$ cat config.mk
export PLATFORM = sky130hd
export DESIGN_NAME = overwrite_oldest_ring_fifo
export DESIGN_NICKNAME = d
export VERILOG_FILES = /design/src/rtl/owrf_pkg.sv /design/src/rtl/overwrite_oldest_ring_fifo.sv
export SDC_FILE = /design/constraint.sdc
export NUM_CORES = 1
export LEC_CHECK = 0
export ABC_AREA = 1
export BUFFER_PORTS_ARGS = -buffer_cell sky130_fd_sc_hd__buf_2
export CAP_MARGIN = 0
export CORE_ASPECT_RATIO = 0.7
export CORE_MARGIN = 1.5
export CORE_UTILIZATION = 60
export DETAILED_ROUTE_END_ITERATION = 7
export HOLD_SLACK_MARGIN = 0.1
export PLACE_DENSITY = 0.77
export SKIP_CTS_REPAIR_TIMING = 1
export SLEW_MARGIN = 20
export SYNTH_ARGS = -nofsm -noshare
export SYNTH_HDL_FRONTEND = slang
export SYNTH_SLANG_ARGS = --single-unit
$ cat constraint.sdc
create_clock -name clk -period 7.7 [get_ports clk]
set_clock_uncertainty 0.2 [all_clocks]
set_input_delay 1.155 -clock clk [delete_from_list [all_inputs] [get_ports clk]]
set_output_delay 1.155 -clock clk [all_outputs]
set_load 0.005 [all_outputs]
$ cat src/rtl/owrf_pkg.sv
// ----------------------------------------------------------------------------
// owrf_pkg: shared definitions for the overwriting ring FIFO
// Default sizes and operation codes used by the ring FIFO.
// ----------------------------------------------------------------------------
package owrf_pkg;

  localparam int unsigned DEF_SLOTS       = 16;
  localparam int unsigned DEF_RECORD_BITS = 64;

  // Fixed widths of the request and result fields.
  localparam int unsigned FUNC_W   = 1;
  localparam int unsigned WORD_W   = 64;
  localparam int unsigned COUNT_W  = 4;

  // Operation codes carried in func.
  localparam logic [FUNC_W-1:0] FUNC_PUSH = 1'b0;
  localparam logic [FUNC_W-1:0] FUNC_POP  = 1'b1;

endpackage

$ cat src/rtl/overwrite_oldest_ring_fifo.sv
// ----------------------------------------------------------------------------
// overwrite_oldest_ring_fifo: ring FIFO that drops its oldest record when full
// Pipeline: each result is registered in the first stage and then in the
// result register, and is held there while the result side stalls.
// Throughput: one push or pop per cycle unless the result side stalls, limited
// by the single memory port pair (one write, one registered read) per request.
// Reset: both pointers return to zero (empty); record storage is not cleared.
// ----------------------------------------------------------------------------
module overwrite_oldest_ring_fifo
  import owrf_pkg::*;
#(
  parameter int unsigned SLOTS       = DEF_SLOTS,
  parameter int unsigned RECORD_BITS = DEF_RECORD_BITS
) (
  input  logic                   clk,
  input  logic                   rst,
  input  logic                   item_valid,
  output logic                   item_stall,
  input  logic [FUNC_W-1:0]      func,
  input  logic [WORD_W-1:0]      push_record,
  output logic                   result_valid,
  input  logic                   result_stall,
  output logic                   pop_ok,
  output logic [WORD_W-1:0]      pop_record,
  output logic                   dropped_oldest,
  output logic [COUNT_W-1:0]     unread_count
);

  localparam int unsigned PW  = (SLOTS > 1) ? $clog2(SLOTS) : 1;
  localparam int unsigned CEW = (PW > COUNT_W) ? PW : COUNT_W;

  localparam logic [PW-1:0] LAST_SLOT = PW'(SLOTS - 1);

  logic [RECORD_BITS-1:0] record_store [SLOTS];

  logic [PW-1:0] write_pointer, write_pointer_next;
  logic [PW-1:0] read_pointer, read_pointer_next;

  logic                   s1_valid, s1_valid_next;
  logic                   s1_ok, s1_dropped;
  logic [PW-1:0]          s1_count;
  logic [RECORD_BITS-1:0] s1_rdata;

  logic accept, is_push, is_pop, s2_load, s1_move;
  logic [PW-1:0] wp_inc, rp_inc;
  logic [PW-1:0] count_next;
  logic [PW:0]   count_wide;
  logic ok_next, dropped_next;
  logic [CEW-1:0]    count_ext;
  logic [WORD_W-1:0] rec_ext;

  assign s2_load    = !result_valid || !result_stall;
  assign s1_move    = s1_valid && s2_load;
  assign item_stall = s1_valid && !s2_load;
  assign accept     = item_valid && !item_stall;
  assign is_push    = (func == FUNC_PUSH);
  assign is_pop     = (func == FUNC_POP);

  assign wp_inc = (write_pointer == LAST_SLOT) ? '0 : write_pointer + PW'(1);
  assign rp_inc = (read_pointer == LAST_SLOT) ? '0 : read_pointer + PW'(1);

  always_comb begin
    write_pointer_next = write_pointer;
    read_pointer_next  = read_pointer;
    ok_next            = 1'b0;
    dropped_next       = 1'b0;
    if (accept) begin
      if (is_push) begin
        write_pointer_next = wp_inc;
        // The ring is full when the advanced head meets the tail.
        if (wp_inc == read_pointer) begin
          read_pointer_next = rp_inc;
          dropped_next      = 1'b1;
        end
      end else if (is_pop && (write_pointer != read_pointer)) begin
        read_pointer_next = rp_inc;
        ok_next           = 1'b1;
      end
    end
    if (write_pointer_next >= read_pointer_next) begin
      count_wide = {1'b0, write_pointer_next} - {1'b0, read_pointer_next};
    end else begin
      count_wide = {1'b0, write_pointer_next} - {1'b0, read_pointer_next}
                   + (PW+1)'(SLOTS);
    end
    count_next = count_wide[PW-1:0];
  end

  always_ff @(posedge clk) begin
    if (rst) begin
      write_pointer <= '0;
      read_pointer  <= '0;
    end else begin
      write_pointer <= write_pointer_next;
      read_pointer  <= read_pointer_next;
    end
  end

  always_ff @(posedge clk) begin
    if (accept && is_push) begin
      record_store[write_pointer] <= push_record[RECORD_BITS-1:0];
    end
  end

  // The read data holds while the first stage is stalled.
  always_ff @(posedge clk) begin
    if (accept) begin
      s1_rdata <= record_store[read_pointer];
    end
  end

  assign s1_valid_next = accept || (s1_valid && !s1_move);

  always_ff @(posedge clk) begin
    if (rst) begin
      s1_valid <= 1'b0;
    end else begin
      s1_valid <= s1_valid_next;
    end
  end

  always_ff @(posedge clk) begin
    if (accept) begin
      s1_ok      <= ok_next;
      s1_dropped <= dropped_next;
      s1_count   <= count_next;
    end
  end

  always_comb begin
    count_ext           = '0;
    count_ext[PW-1:0]   = s1_count;
    rec_ext             = '0;
    if (s1_ok) begin
      rec_ext[RECORD_BITS-1:0] = s1_rdata;
    end
  end

  always_ff @(posedge clk) begin
    if (rst) begin
      result_valid <= 1'b0;
    end else if (s2_load) begin
      result_valid <= s1_valid;
    end
  end

  always_ff @(posedge clk) begin
    if (s1_move) begin
      pop_ok         <= s1_ok;
      pop_record     <= rec_ext;
      dropped_oldest <= s1_dropped;
      unread_count   <= count_ext[COUNT_W-1:0];
    end
  end

`ifndef SYNTHESIS
  // Both pointers stay inside the ring.
  a_ptr_range: assert property (@(posedge clk) disable iff (rst)
    (write_pointer <= LAST_SLOT) && (read_pointer <= LAST_SLOT))
    else $error("ring pointer out of range");

  // After a push the ring can never be empty.
  a_push_nonempty: assert property (@(posedge clk) disable iff (rst)
    (accept && is_push) |=> (write_pointer != read_pointer))
    else $error("ring empty after push");

  // A pop on an empty ring leaves both pointers alone.
  a_empty_pop: assert property (@(posedge clk) disable iff (rst)
    (accept && is_pop && (write_pointer == read_pointer))
      |=> ($stable(write_pointer) && $stable(read_pointer)))
    else $error("pointers moved on empty pop");

  // A result never reports both a popped record and a dropped record.
  a_result_excl: assert property (@(posedge clk) disable iff (rst)
    result_valid |-> !(pop_ok && dropped_oldest))
    else $error("pop and drop in one result");
`endif

endmodule

; After elaboration in Yosys (flattened, before gate mapping)
; Memories as Yosys holds them, arrays and structs flattened. A register that Yosys moved wholly into a read port is not among the register bits.
; Cells that the tools add are included.
[word_totals]
reg_bits = 86
latch_bits = 0
mem_bits_rw = 1024
mem_bits_ro = 0
in_bits = 69
output_inout_bits = 72
word_cells = 48
n_memories = 1
[memory_table]
columns = name, depth, word_bits, read_ports, rd_clocked_by_memory_dff, write_ports, line_no
row1 = record_store, 16, 64, 1, 1, 1, overwrite_oldest_ring_fifo.sv:34  ; logic [RECORD_BITS-1:0] record_store [SLOTS];
[op_classes]
add_sub_neg = 4
mul = 0
div_mod_pow = 0
magnitude_cmp = 1
eq_ne = 4
shift = 0
muxes = 13
n_bitwise = 1
n_reduce_logical = 13
[ops]
columns = operator, count
row1 = 4-bit 2-to-1 mux, 9
row2 = "4-bit by 1-bit adder with 4-bit output, second input constant", 3
row3 = "4-bit equality test, second input constant", 2
row4 = 1-bit logical AND, 6
row5 = 1-bit zero test, 5
row6 = 4-bit equality test, 1
row7 = 4-bit greater-or-equal comparator, 1
row8 = 1-bit 2-to-1 mux, 4
row9 = 4-bit != test, 1
row10 = 4-bit subtractor, 1
row11 = 1-bit logical OR, 2
row12 = 1-bit NOT, 1

; Longest topological paths before layout
; Gate-level depths: netlist of run 1.
[depth]
word_depth = 10
ltp_mapped = 22
ltp_nobuf = 22

; Worst setup path after synthesis of run 1
; OpenSTA, ideal clock, no wires.
[synth_path]
path_kind = input port to flip-flop
start = input result_stall
end = memory record_store[3][0] (netlist bit) (enable)
setup_time_ns = 0.565
arrival_ns = 6.091
required_ns = 6.935
slack_ns = 0.844
stages = 7
path_buffers = 0
path_cell_list = nand2_1 > inv_1 > nand2_2 > nand2_2 > nor2_4 > inv_1 > nor3_1
[synth_via]
elab_chain_cells = 9
[synth_rtl]
columns = element, line_no
row1 = from (decl), overwrite_oldest_ring_fifo.sv:22  ; input logic result_stall,
row2 = 1-bit zero test, overwrite_oldest_ring_fifo.sv:52  ; assign s2_load = !result_valid || !result_stall;
row3 = 1-bit logical OR, overwrite_oldest_ring_fifo.sv:52
row4 = 1-bit zero test, overwrite_oldest_ring_fifo.sv:54  ; assign item_stall = s1_valid && !s2_load;
row5 = 1-bit logical AND, overwrite_oldest_ring_fifo.sv:54
row6 = 1-bit zero test, overwrite_oldest_ring_fifo.sv:55  ; assign accept = item_valid && !item_stall;
row7 = 1-bit logical AND, overwrite_oldest_ring_fifo.sv:55
row8 = 1-bit logical AND, overwrite_oldest_ring_fifo.sv:100  ; if (accept && is_push) begin
row9 = 1-bit 2-to-1 mux, overwrite_oldest_ring_fifo.sv:100
row10 = 1-bit 2-to-1 mux (implied by the code), overwrite_oldest_ring_fifo.sv:101  ; record_store[write_pointer] <= push_record[RECORD_BITS-1:0];
row11 = to (decl), overwrite_oldest_ring_fifo.sv:34
; No other way between the ends.

; Worst setup path after layout of run 1
[layout_path]
start = register read_pointer[3]
end = register s1_count[3] (netlist: count_ext[3]) (data pin)
[layout_via]
elab_chain_cells = 8
word_cells_on_any_way = 14
classes_between = add/sub (3) / order compare (1) / eq/ne (3) / mux (6) / reduce/logical (1)
[layout_rtl]
columns = element, line_no
row1 = from (decl), overwrite_oldest_ring_fifo.sv:37  ; logic [PW-1:0] read_pointer, read_pointer_next;
row2 = from (signal assigned), overwrite_oldest_ring_fifo.sv:95  ; read_pointer <= read_pointer_next;
row3 = 4-bit by 1-bit adder with 4-bit output (tied with other cells), overwrite_oldest_ring_fifo.sv:60  ; assign rp_inc = (read_pointer == LAST_SLOT) ? '0 : read_pointer + PW'(1);
row4 = 4-bit 2-to-1 mux / 1-bit logical AND (equally long branches), "overwrite_oldest_ring_fifo.sv:60, overwrite_oldest_ring_fifo.sv:75"
row5 = 4-bit 2-to-1 mux (on tied branches), "overwrite_oldest_ring_fifo.sv:71, overwrite_oldest_ring_fifo.sv:75"
row6 = 4-bit 2-to-1 mux, overwrite_oldest_ring_fifo.sv:68  ; if (is_push) begin
row7 = 4-bit 2-to-1 mux (*), overwrite_oldest_ring_fifo.sv:67  ; if (accept) begin
row8 = 4-bit subtractor, "overwrite_oldest_ring_fifo.sv:81, overwrite_oldest_ring_fifo.sv:83"
row9 = 4-bit by 1-bit adder with 4-bit output, overwrite_oldest_ring_fifo.sv:84  ; + (PW+1)'(SLOTS);
row10 = 4-bit 2-to-1 mux (*), overwrite_oldest_ring_fifo.sv:80  ; if (write_pointer_next >= read_pointer_next) begin
row11 = net count_wide[3], overwrite_oldest_ring_fifo.sv:47  ; logic [PW:0] count_wide;
row12 = to (signal assigned), overwrite_oldest_ring_fifo.sv:126  ; s1_count <= count_next;
row13 = to (decl), overwrite_oldest_ring_fifo.sv:41  ; logic [PW-1:0] s1_count;
; The timed path passes the listed nets; every way through them passes the cells marked *.
; A chain may end at the register's enable or synchronous reset.

==> summary.md, run 1 <==
| Metric | Value |
|---|---|
| I/O Buffers | `140` |
| Layout cells sized above 1 | `0.113` |
| Worst-case clock buffer depth | `3` |
| Post-synth EDFFs | `1164` |
| Top-count cell post-synth | `edfxtp_1` |
| Initial core utilization | `0.610` |
| Hold Path End | `unread_count[2]$_DFFE_PP_` |
| RSZ-0062 raised after global routing | `no` |
| Congestion Overflow GR | `0` |
| WP data required | `7.93 ns` |
| Crit share post-route | `0.542` |
| Die ar. | `76500 sq um` |
| Place WS | `3.27 ns` |
| Final Instance Area | `49600 sq um` |
| Slew Limit Fails | `0` |
| Routed wire length | `110 mm` |
| First-pass GRT wire length | `165 mm` |
| F_max | `240 MHz` |
| Synth top area share | `0.779` |
| Startpoint types | `flip-flop` |
| Worst Tran Pin Value | `1.14 ns` |
| Worst r2r path cells | `18` |
| Initial antenna violation count | `5` |
| # H-tree levels | `3` |
| Maxcap violations | `0` |
| Cell chain of the critical path | `inv_1 > buf_4 > nand2_1 > a22oi_1 > nand2_1 > nand2_1 > nand2_4 > nand2_4 > o21ai_2 > and2_1 > ha_1 > nand2_1 > nor2_1 > a211oi_1 > xor2_1 > nand3_1 > nand2_1 > inv_1` |
| Leakage | `17.2 nW` |
| CP Capture Type | `flip-flop` |
| Number of DRC markers in iteration 0 | `4110` |
| Die X | `between 300 and 400 um` |
| CTS tree | `yes` |
| Post-synth top flop | `edfxtp_1` |
| Yosys top cell by area | `edfxtp_1` |
| Clk slew on worst S/H paths | `0.06 ns` |
| Worst path most repeated cell | `nand2_1` |
| Non-filler cells, final | `4329` |
| Setup CP Type | `flip-flop to flip-flop` |
| Crit path DAT | `4.41 ns` |
| Crit-path max cell delay | `around 0.7 ns` |
| Clk sinks | `1174` |
| Hold path depth | `0` |
| Register area share after synthesis | `0.783` |
| Post-detail-place hpwl | `55.3 mm` |
| Gr usage total | `0.289` |
| Status | `completed` |
| Routed WL per cell | `25.4 um` |
| Tmin final | `about 4.2 ns` |
| Avg Cell Area, Syn | `14.1 sq um` |
| TritonCTS buffer count | `103` |
| Post-synthesis net count | `3257` |
| Placed Cells incl. Taps | `between 4000 and 5000` |
| Peak supply drop | `0.169 mV` |
| Seq cells post-synth | `between 1000 and 1500` |
| Final hold violation count | `0` |
| Max_slew headroom | `0.238` |
| Nets@finish | `3344` |
| Syn. warnings | `0` |
| Die height | `232 um` |
| Commonest cells in the netlist | `1164 x edfxtp_1, 517 x nand2_1, 282 x nor2_1, 257 x o21ai_0, 158 x a21oi_1` |
| Largest net degree at the start of global routing | `184` |
| Area Overhead vs Synth | `10.5%` |
| Count of final setup violators | `0` |
| Final setup margin | `3.53 ns` |
| Synth Cell Area | `between 40000 and 50000 sq um` |
| Reg2reg setup slack | `3.53 ns` |
| DR pass1 iterations | `6` |
| DR vias/cell | `6.44` |
| Vias | `27875` |
| Netlist cell types | `38` |
| Pwr Density | `264 nW/um^2` |
| Routability Congestion | `0.834` |
| Row count | `83` |
| Ys async rst share | `0` |
| Post-Syn Instances | `around 3200` |
| CP Max Fanout | `27` |
| Final ANT Viol Nets | `0` |
| IO Count | `141` |
| Vias in the first global route | `between 20000 and 30000` |
| Crit Reg-Reg Endpoint | `count_ext[3]$_DFFE_PP_` |
| Worst hold path type | `flip-flop to flip-flop` |
| R2R Path Start | `read_pointer[3]$_SDFF_PP0_` |
| Post-DP Area | `46300 sq um` |
| HP Start | `count_ext[2]$_DFFE_PP_` |
| Core area | `about 74000 sq um` |
| DRC Markers | `0` |
| Clk root buf | `clkbuf_16` |
| Setup TNS | `0 ns` |
| Top cells by area, synth | `edfxtp_1 78%, nand2_1 4.3%, o21ai_0 2.9%, nor2_1 2.4%, a21oi_1 1.8%` |
| Clk Latency, worst-skew pair | `0.68 ns` |
| Core Util, Final | `0.674` |
| Critical path's slowest cell | `inv_1` |
-- registers in the layout, indices dropped and copies added, names as in the netlist --
register        cells
dropped_oldest      1
count_ext           4
write_pointer       4
s1_valid            1
s1_ok               1
unread_count        4
pop_record         64
result_valid        1
pop_ok              1
s1_dropped          1
record_store     1024
read_pointer        4
s1_rdata           64
-- placed cells by master, fill, tap and decap left out, types with 7 or more instances in the layout --
cell type  synthesis  routed
a221oi_1          75      75
o221ai_1          51      51
bufinv_16          0       7
clkbuf_1          74      27
nand2_1          517     517
edfxtp_1        1164    1164
nor2_4             2      16
nor2_1           282     268
clkinv_1           1      25
nand2_2            7       7
o21ai_0          257     257
inv_1             84      83
buf_2             98     140
buf_4             13      41
nand4_1           53      53
clkbuf_16          0     104
o22ai_1           79      79
nand3_1          109     109
a21oi_1          158     158
o21ai_1           81      81
clkinv_2           0      20
ha_1               8       8
-- final cells by class --
type                    count  area [sq um]
fillers                  4870         24000
repair buffers            190          1200
inverters                  93           368
well taps                 977          1220
flip-flops and latches   1174         35200
diodes                      3          7.51
clock inverters            57           467
multi-input cells        1704          8470
clock buffers             131          2700
-- metrics by stage --
stage               total power, W  hold WS [ns]
finish                      0.0131         0.214
global route                0.0135         0.224
CTS                         0.0131         0.217
detailed placement         0.00826         0.207
global placement           0.00821         0.208
floorplan                  0.00793         0.200
-- worst max-delay path, delay by kind of cell, from the launching register on --
kind | cells | cell delay [ns]
AND/OR/NAND/NOR | 10 | 0.95
AO/OA/AOI/OAI | 3 | 0.44
buffers and inverters | 3 | 1.27
XOR/XNOR | 1 | 0.24
adder cells (fa/ha/maj) | 1 | 0.32
flip-flops | 1 | 0.49
-- per-layer routing --
| layer | share of wire | GRT usage | up-vias |
|---|---|---|---|
| li1 | - | - | 12009 |
| met1 | 0.39 | 0.407 | 13770 |
| met2 | 0.48 | 0.466 | 1837 |
| met3 | 0.11 | 0.0460 | 255 |
| met4 | 0.030 | 0.0986 | 4 |
| met5 | 0.00019 | 0 | - |
-- logic make-up after synthesis --
| family | Yosys count | synth area share |
|---|---|---|
| adder cells (fa/ha/maj) | 9 | 0.00268 |
| buffers and inverters | 301 | 0.0308 |
| XOR/XNOR | 3 | 0.000586 |
| AO/OA/AOI/OAI | 710 | 0.0927 |
| flip-flops | 1174 | 0.783 |
| AND/OR/NAND/NOR | 982 | 0.0901 |
-- worst max-delay path by stage --
stage,from,endpoint,slack [ns],cells after the start
2_1_floorplan,result_stall,record_store[3][0]$_DFFE_PP_,0.84,7
3_3_place_gp,result_stall,record_store[14][24]$_DFFE_PP_,3.31,9
3_5_place_dp,result_stall,record_store[10][54]$_DFFE_PP_,3.27,9
4_1_cts,read_pointer[3]$_SDFF_PP0_,count_ext[3]$_DFFE_PP_,3.56,18
5_1_grt,read_pointer[3]$_SDFF_PP0_,count_ext[3]$_DFFE_PP_,3.29,18
6_report,read_pointer[3]$_SDFF_PP0_,count_ext[3]$_DFFE_PP_,3.53,18
-- where the power goes --
part	internal, W	total [W]	switching [W]
combinational	0.000234	0.000914	0.000681
sequential	0.00718	0.00722	0.0000483
clock	0.00272	0.00495	0.00223
No activity file was read; power rests on OpenSTA's default activity.
==> inputs of run 2 (changes only) <==
ABC_AREA = 0   (was 1)
CORE_UTILIZATION = 56   (was 60)
PLACE_DENSITY = 0.76   (was 0.77)
clock period = 3.7 ns   (was 7.7 ns; I/O delays follow)
==> run 2 against run 1 <==
Net effect:
- global-route usage decreased by 5.1 points
- routed wire length shrank 12%
- sequential power grew 110%
- non-clock buffer count up 78
- area after synthesis shrank 0.54%
- sequential share of layout area down 2.2 points
- via count decreased by 19%
- sequential cell count unchanged
- critical endpoint unchanged
- die area grew 6.5%
- maximum frequency increased by 18%
- cell area grew 3.1%
- combinational power up 64%
==> summary.md, run 2 <==
| Metric | Value |
|---|---|
| Status | `completed` |
| Syn. warnings | `0 (unchanged)` |
| Psw | `0.00554 W (+87%)` |
| Count of final setup violators | `0 (unchanged)` |
| Setup CP Type | `flip-flop to flip-flop` |
| Synth top area share | `0.783 (+0.00426)` |
| Clk slew on worst S/H paths | `0.06 ns (about the same)` |
| Post-Syn Instances | `2223 (-30%)` |
| # H-tree levels | `3 (unchanged)` |
| Post-Synth Adder-Cell Area | `0.00269 (+0.0000146)` |
| DR vias/cell | `6.21 (-3.5%)` |
| Routed wire length | `97.1 mm (-12%)` |
| Peak supply drop | `0.436 mV (+160%)` |
| Core Util, Final | `0.649 (-0.0243)` |
| Die height | `239 um (+3.2%)` |
| Tmin final | `3.52 ns (-0.650 ns)` |
| Largest net degree at the start of global routing | `134 (-27%)` |
| Internal | `0.0216 W (+110%)` |
| Post-DP Area | `47100 sq um (+1.7%)` |
| Routed WL per cell | `26.8 um (+5.5%)` |
| Register share of total power | `0.550 (-0.002)` |
| Initial antenna violation count | `2 (-3)` |
| Layout cells sized above 1 | `0.225 (+0.112)` |
| Critical path's slowest cell | `dfxtp_1` |
| Clk Latency, worst-skew pair | `0.68 ns (about the same)` |
| Die X | `340 um (+3.2%)` |
| Largest registers | `record_store (1024), pop_record (64), s1_rdata (64)` |
| Initial core utilization | `0.567 (-0.0428)` |
| Final ANT Viol Nets | `0 (unchanged)` |
| WP data required | `3.91 ns (-4.02 ns)` |
| Vias in the first global route | `22080 (-20%)` |
| Crit-path max cell delay | `0.50 ns (-0.20 ns)` |
| IO Count | `141 (unchanged)` |
| Xor/xnor share of the synthesized area | `0.00289 (+0.00230)` |
| CP Max Fanout | `8 (-70%)` |
| DR pass1 iterations | `7 (+1)` |
| Switching Share | `0.204 (-0.0221)` |
| Top-count cell post-synth | `edfxtp_1` |
| Slew Limit Fails | `0 (unchanged)` |
| Pwr Density | `530 nW/um^2 (+100%)` |
| Hold path depth | `3 (+3)` |
| Clk network pwr share | `0.395 (+0.017)` |
| Row count | `86 (+3.6%)` |
| Leakage | `16.2 nW (-5.9%)` |
| RSZ-0062 raised after global routing | `no` |
| First-pass GRT wire length | `142 mm (-14%)` |
| Worst hold path type | `primary input to flip-flop` |
| TritonCTS buffer count | `104 (+0.97%)` |
| Commonest cells in the netlist | `1164 x edfxtp_1, 194 x mux2i_1, 129 x o21ai_0, 128 x mux4_2, 73 x nand2_1` |
| Area Overhead vs Synth | `14.6%` |
| Gr usage total | `0.239 (-0.0508)` |
| Routability Congestion | `0.757 (-9.3%)` |
| Simple-gate area share of the yosys netlist | `0.0208 (-0.0693)` |
| HP Start | `item_valid` |
| Yosys top cell by area | `edfxtp_1` |
| Top cells by area, synth | `edfxtp_1 78%, mux4_2 6.5%, mux2i_1 4.4%, mux2_2 1.5%, o21ai_0 1.4%` |
| Ys async rst share | `0 (unchanged)` |
| Commonest non-fill, non-tap cells in the layout | `1164 x edfxtp_1, 194 x mux2i_1, 140 x buf_2` |
| Synth Cell Area | `44600 sq um (-0.54%)` |
| Maxcap violations | `0 (unchanged)` |
| Worst-case clock buffer depth | `3 (unchanged)` |
| Post-detail-place hpwl | `46.6 mm (-16%)` |
| Worst Tran Pin Value | `1.09 ns (-0.0547 ns)` |
| Die ar. | `81400 sq um (+6.5%)` |
| Largest register FFs | `1024 (unchanged)` |
| Largest family of logic cells by synthesized area | `multiplexers` |
| CP delay by family, top | `adder cells` |
| Final hold violation count | `0 (unchanged)` |
| Crit share post-route | `0.952 (+0.410)` |
| Clk root buf | `clkbuf_16` |
| Worst r2r path cells | `12 (-6)` |
| Final Instance Area | `51200 sq um (+3.1%)` |
| Seq cells post-synth | `1174 (unchanged)` |
| Post-synth top flop | `edfxtp_1` |
| I/O Buffers | `140 (unchanged)` |
| Mux contribution to synthesized area | `0.125 (+0.125)` |
| Compound-Gate Fraction of Synth Area | `0.0477 (-0.0449)` |
| Max_slew headroom | `0.275 (+0.0365)` |
| Clk sinks | `1174 (unchanged)` |
| Register name with the most flops | `record_store` |
| Reg2reg setup slack | `0.18 ns (-3.35 ns)` |
| F_max | `284 MHz (+18%)` |
| Comb power frac | `0.055 (-0.015)` |
| Number of DRC markers in iteration 0 | `2470 (-40%)` |
| Register area share after synthesis | `0.787 (+0.00428)` |
| CP bufs+invs | `1 (-2)` |
| Avg Cell Area, Syn | `20.1 sq um (+42%)` |
| Nets@finish | `2556 (-24%)` |
| Crit path DAT | `3.73 ns (-0.68 ns)` |
| Startpoint types | `flip-flop` |
| DRC Markers | `0 (unchanged)` |
| Worst Hold Slack | `0.0998 ns (-0.114 ns)` |
| Netlist cell types | `52 (+37%)` |
| Cell chain of the critical path | `inv_1 > ha_1 > xor2_1 > or3_4 > nor4_4 > a22o_4 > mux2i_1 > ha_1 > a21o_1 > a21oi_1 > xnor2_1 > xor2_1` |
| CTS tree | `yes` |
| Crit Reg-Reg Endpoint | `count_ext[3]$_DFFE_PP_` |
| Post-synth EDFFs | `1164 (unchanged)` |
| R2R Path Start | `write_pointer[0]$_SDFF_PP0_` |
| Core area | `78800 sq um (+7.0%)` |
| Vias | `22497 (-19%)` |
| Hold Path End | `s1_valid$_SDFF_PP0_` |
| Congestion Overflow GR | `0 (unchanged)` |
| # fillers | `5211 (+7.0%)` |
| Post-synthesis net count | `2301 (-29%)` |
| Commonest non-fill, non-tap cell in the layout | `edfxtp_1` |
| CP Capture Type | `flip-flop` |
run 2: changes by cell type in the layout (fill, tap and decap cells not counted), moves of 59 or more:
cell and change:
mux2i_1 +194, a22oi_1 +63, and2_1 +64, o21ai_1 -80, mux4_2 +128, o21ai_0 -128, nor2_1 -263, inv_1 -78
o22ai_1 -79, nand3_1 -109, dlygate4sd3_1 +66, nand2_1 -445, mux2_2 +59, a21oi_1 -91
run 2: worst min-delay path: cells and delay by family:
kind / cells / cell delay, ns
buffers and inverters: 2 / 0.21
AOI/OAI and AO/OA: 1 / 0.16
run 2: per-stage QoR:
step | total power (W) | setup TNS, ns | instances | setup slack (ns)
5_1_grt | 0.0279 | 0 | 3618 | 0.0262
4_1_cts | 0.0272 | 0 | 3550 | 0.182
3_5_place_dp | 0.0166 | 0 | 3361 | 0.215
2_1_floorplan | 0.0161 | -779.29 | 2223 | -0.956
6_report | 0.0271 | 0 | 3620 | 0.177
3_3_place_gp | 0.0166 | 0 | 3361 | 0.253
run 2: final cells by class:
cell class	instances	area (sq um)	area share
flip-flops and latches	1174	35200	0.687
clock buffers	126	2710	0.0529
clock inverters	63	669	0.0131
inverters	7	26.3	0.000514
multi-input cells	923	9050	0.177
well taps	1056	1320	0.0258
repair buffers	268	2210	0.0432
diodes	3	7.51	0.000147
run 2: power by group through the flow:
stage	clock, W	sequential [W]	combinational, W
after floorplan	0	0.0152	0.000957
after global placement	0	0.0152	0.00139
after detailed placement	0	0.0152	0.00143
after CTS	0.0109	0.0149	0.00144
after global routing	0.0114	0.0149	0.00161
final	0.0107	0.0149	0.00150
run 2: worst max-delay path by stage:
| stage | start | endpoint | slack, ns | cells after the start |
|---|---|---|---|---|
| after floorplan | item_valid | record_store[11][0]$_DFFE_PP_ | -0.96 | 4 |
| after global placement | write_pointer[0]$_SDFF_PP0_ | count_ext[3]$_DFFE_PP_ | 0.25 | 12 |
| after detailed placement | write_pointer[0]$_SDFF_PP0_ | count_ext[3]$_DFFE_PP_ | 0.21 | 12 |
| after CTS | write_pointer[0]$_SDFF_PP0_ | count_ext[3]$_DFFE_PP_ | 0.18 | 12 |
| after global routing | write_pointer[0]$_SDFF_PP0_ | count_ext[3]$_DFFE_PP_ | 0.03 | 12 |
| final | write_pointer[0]$_SDFF_PP0_ | count_ext[3]$_DFFE_PP_ | 0.18 | 12 |
run 2: cells by family (layout without fill, tap and decap cells):
logic type      count (synthesis)  after routing
compound gates                335            335
xor+xnor                       13             13
fa+ha+maj                       9              9
buf+inv                       126            464
flops                        1174           1174
mux                           388            388
other cells                     0              3
simple gates                  178            178
run 2: per-layer routing:
layer / global-route usage / wire length (um) / up-vias
met3: 0.0406 / 7470 / 153
met4: 0.0649 / 2080 / 2
li1: - / - / 9594
met5: 0 / 7 / -
met2: 0.387 / 47800 / 1047
met1: 0.340 / 39800 / 11701
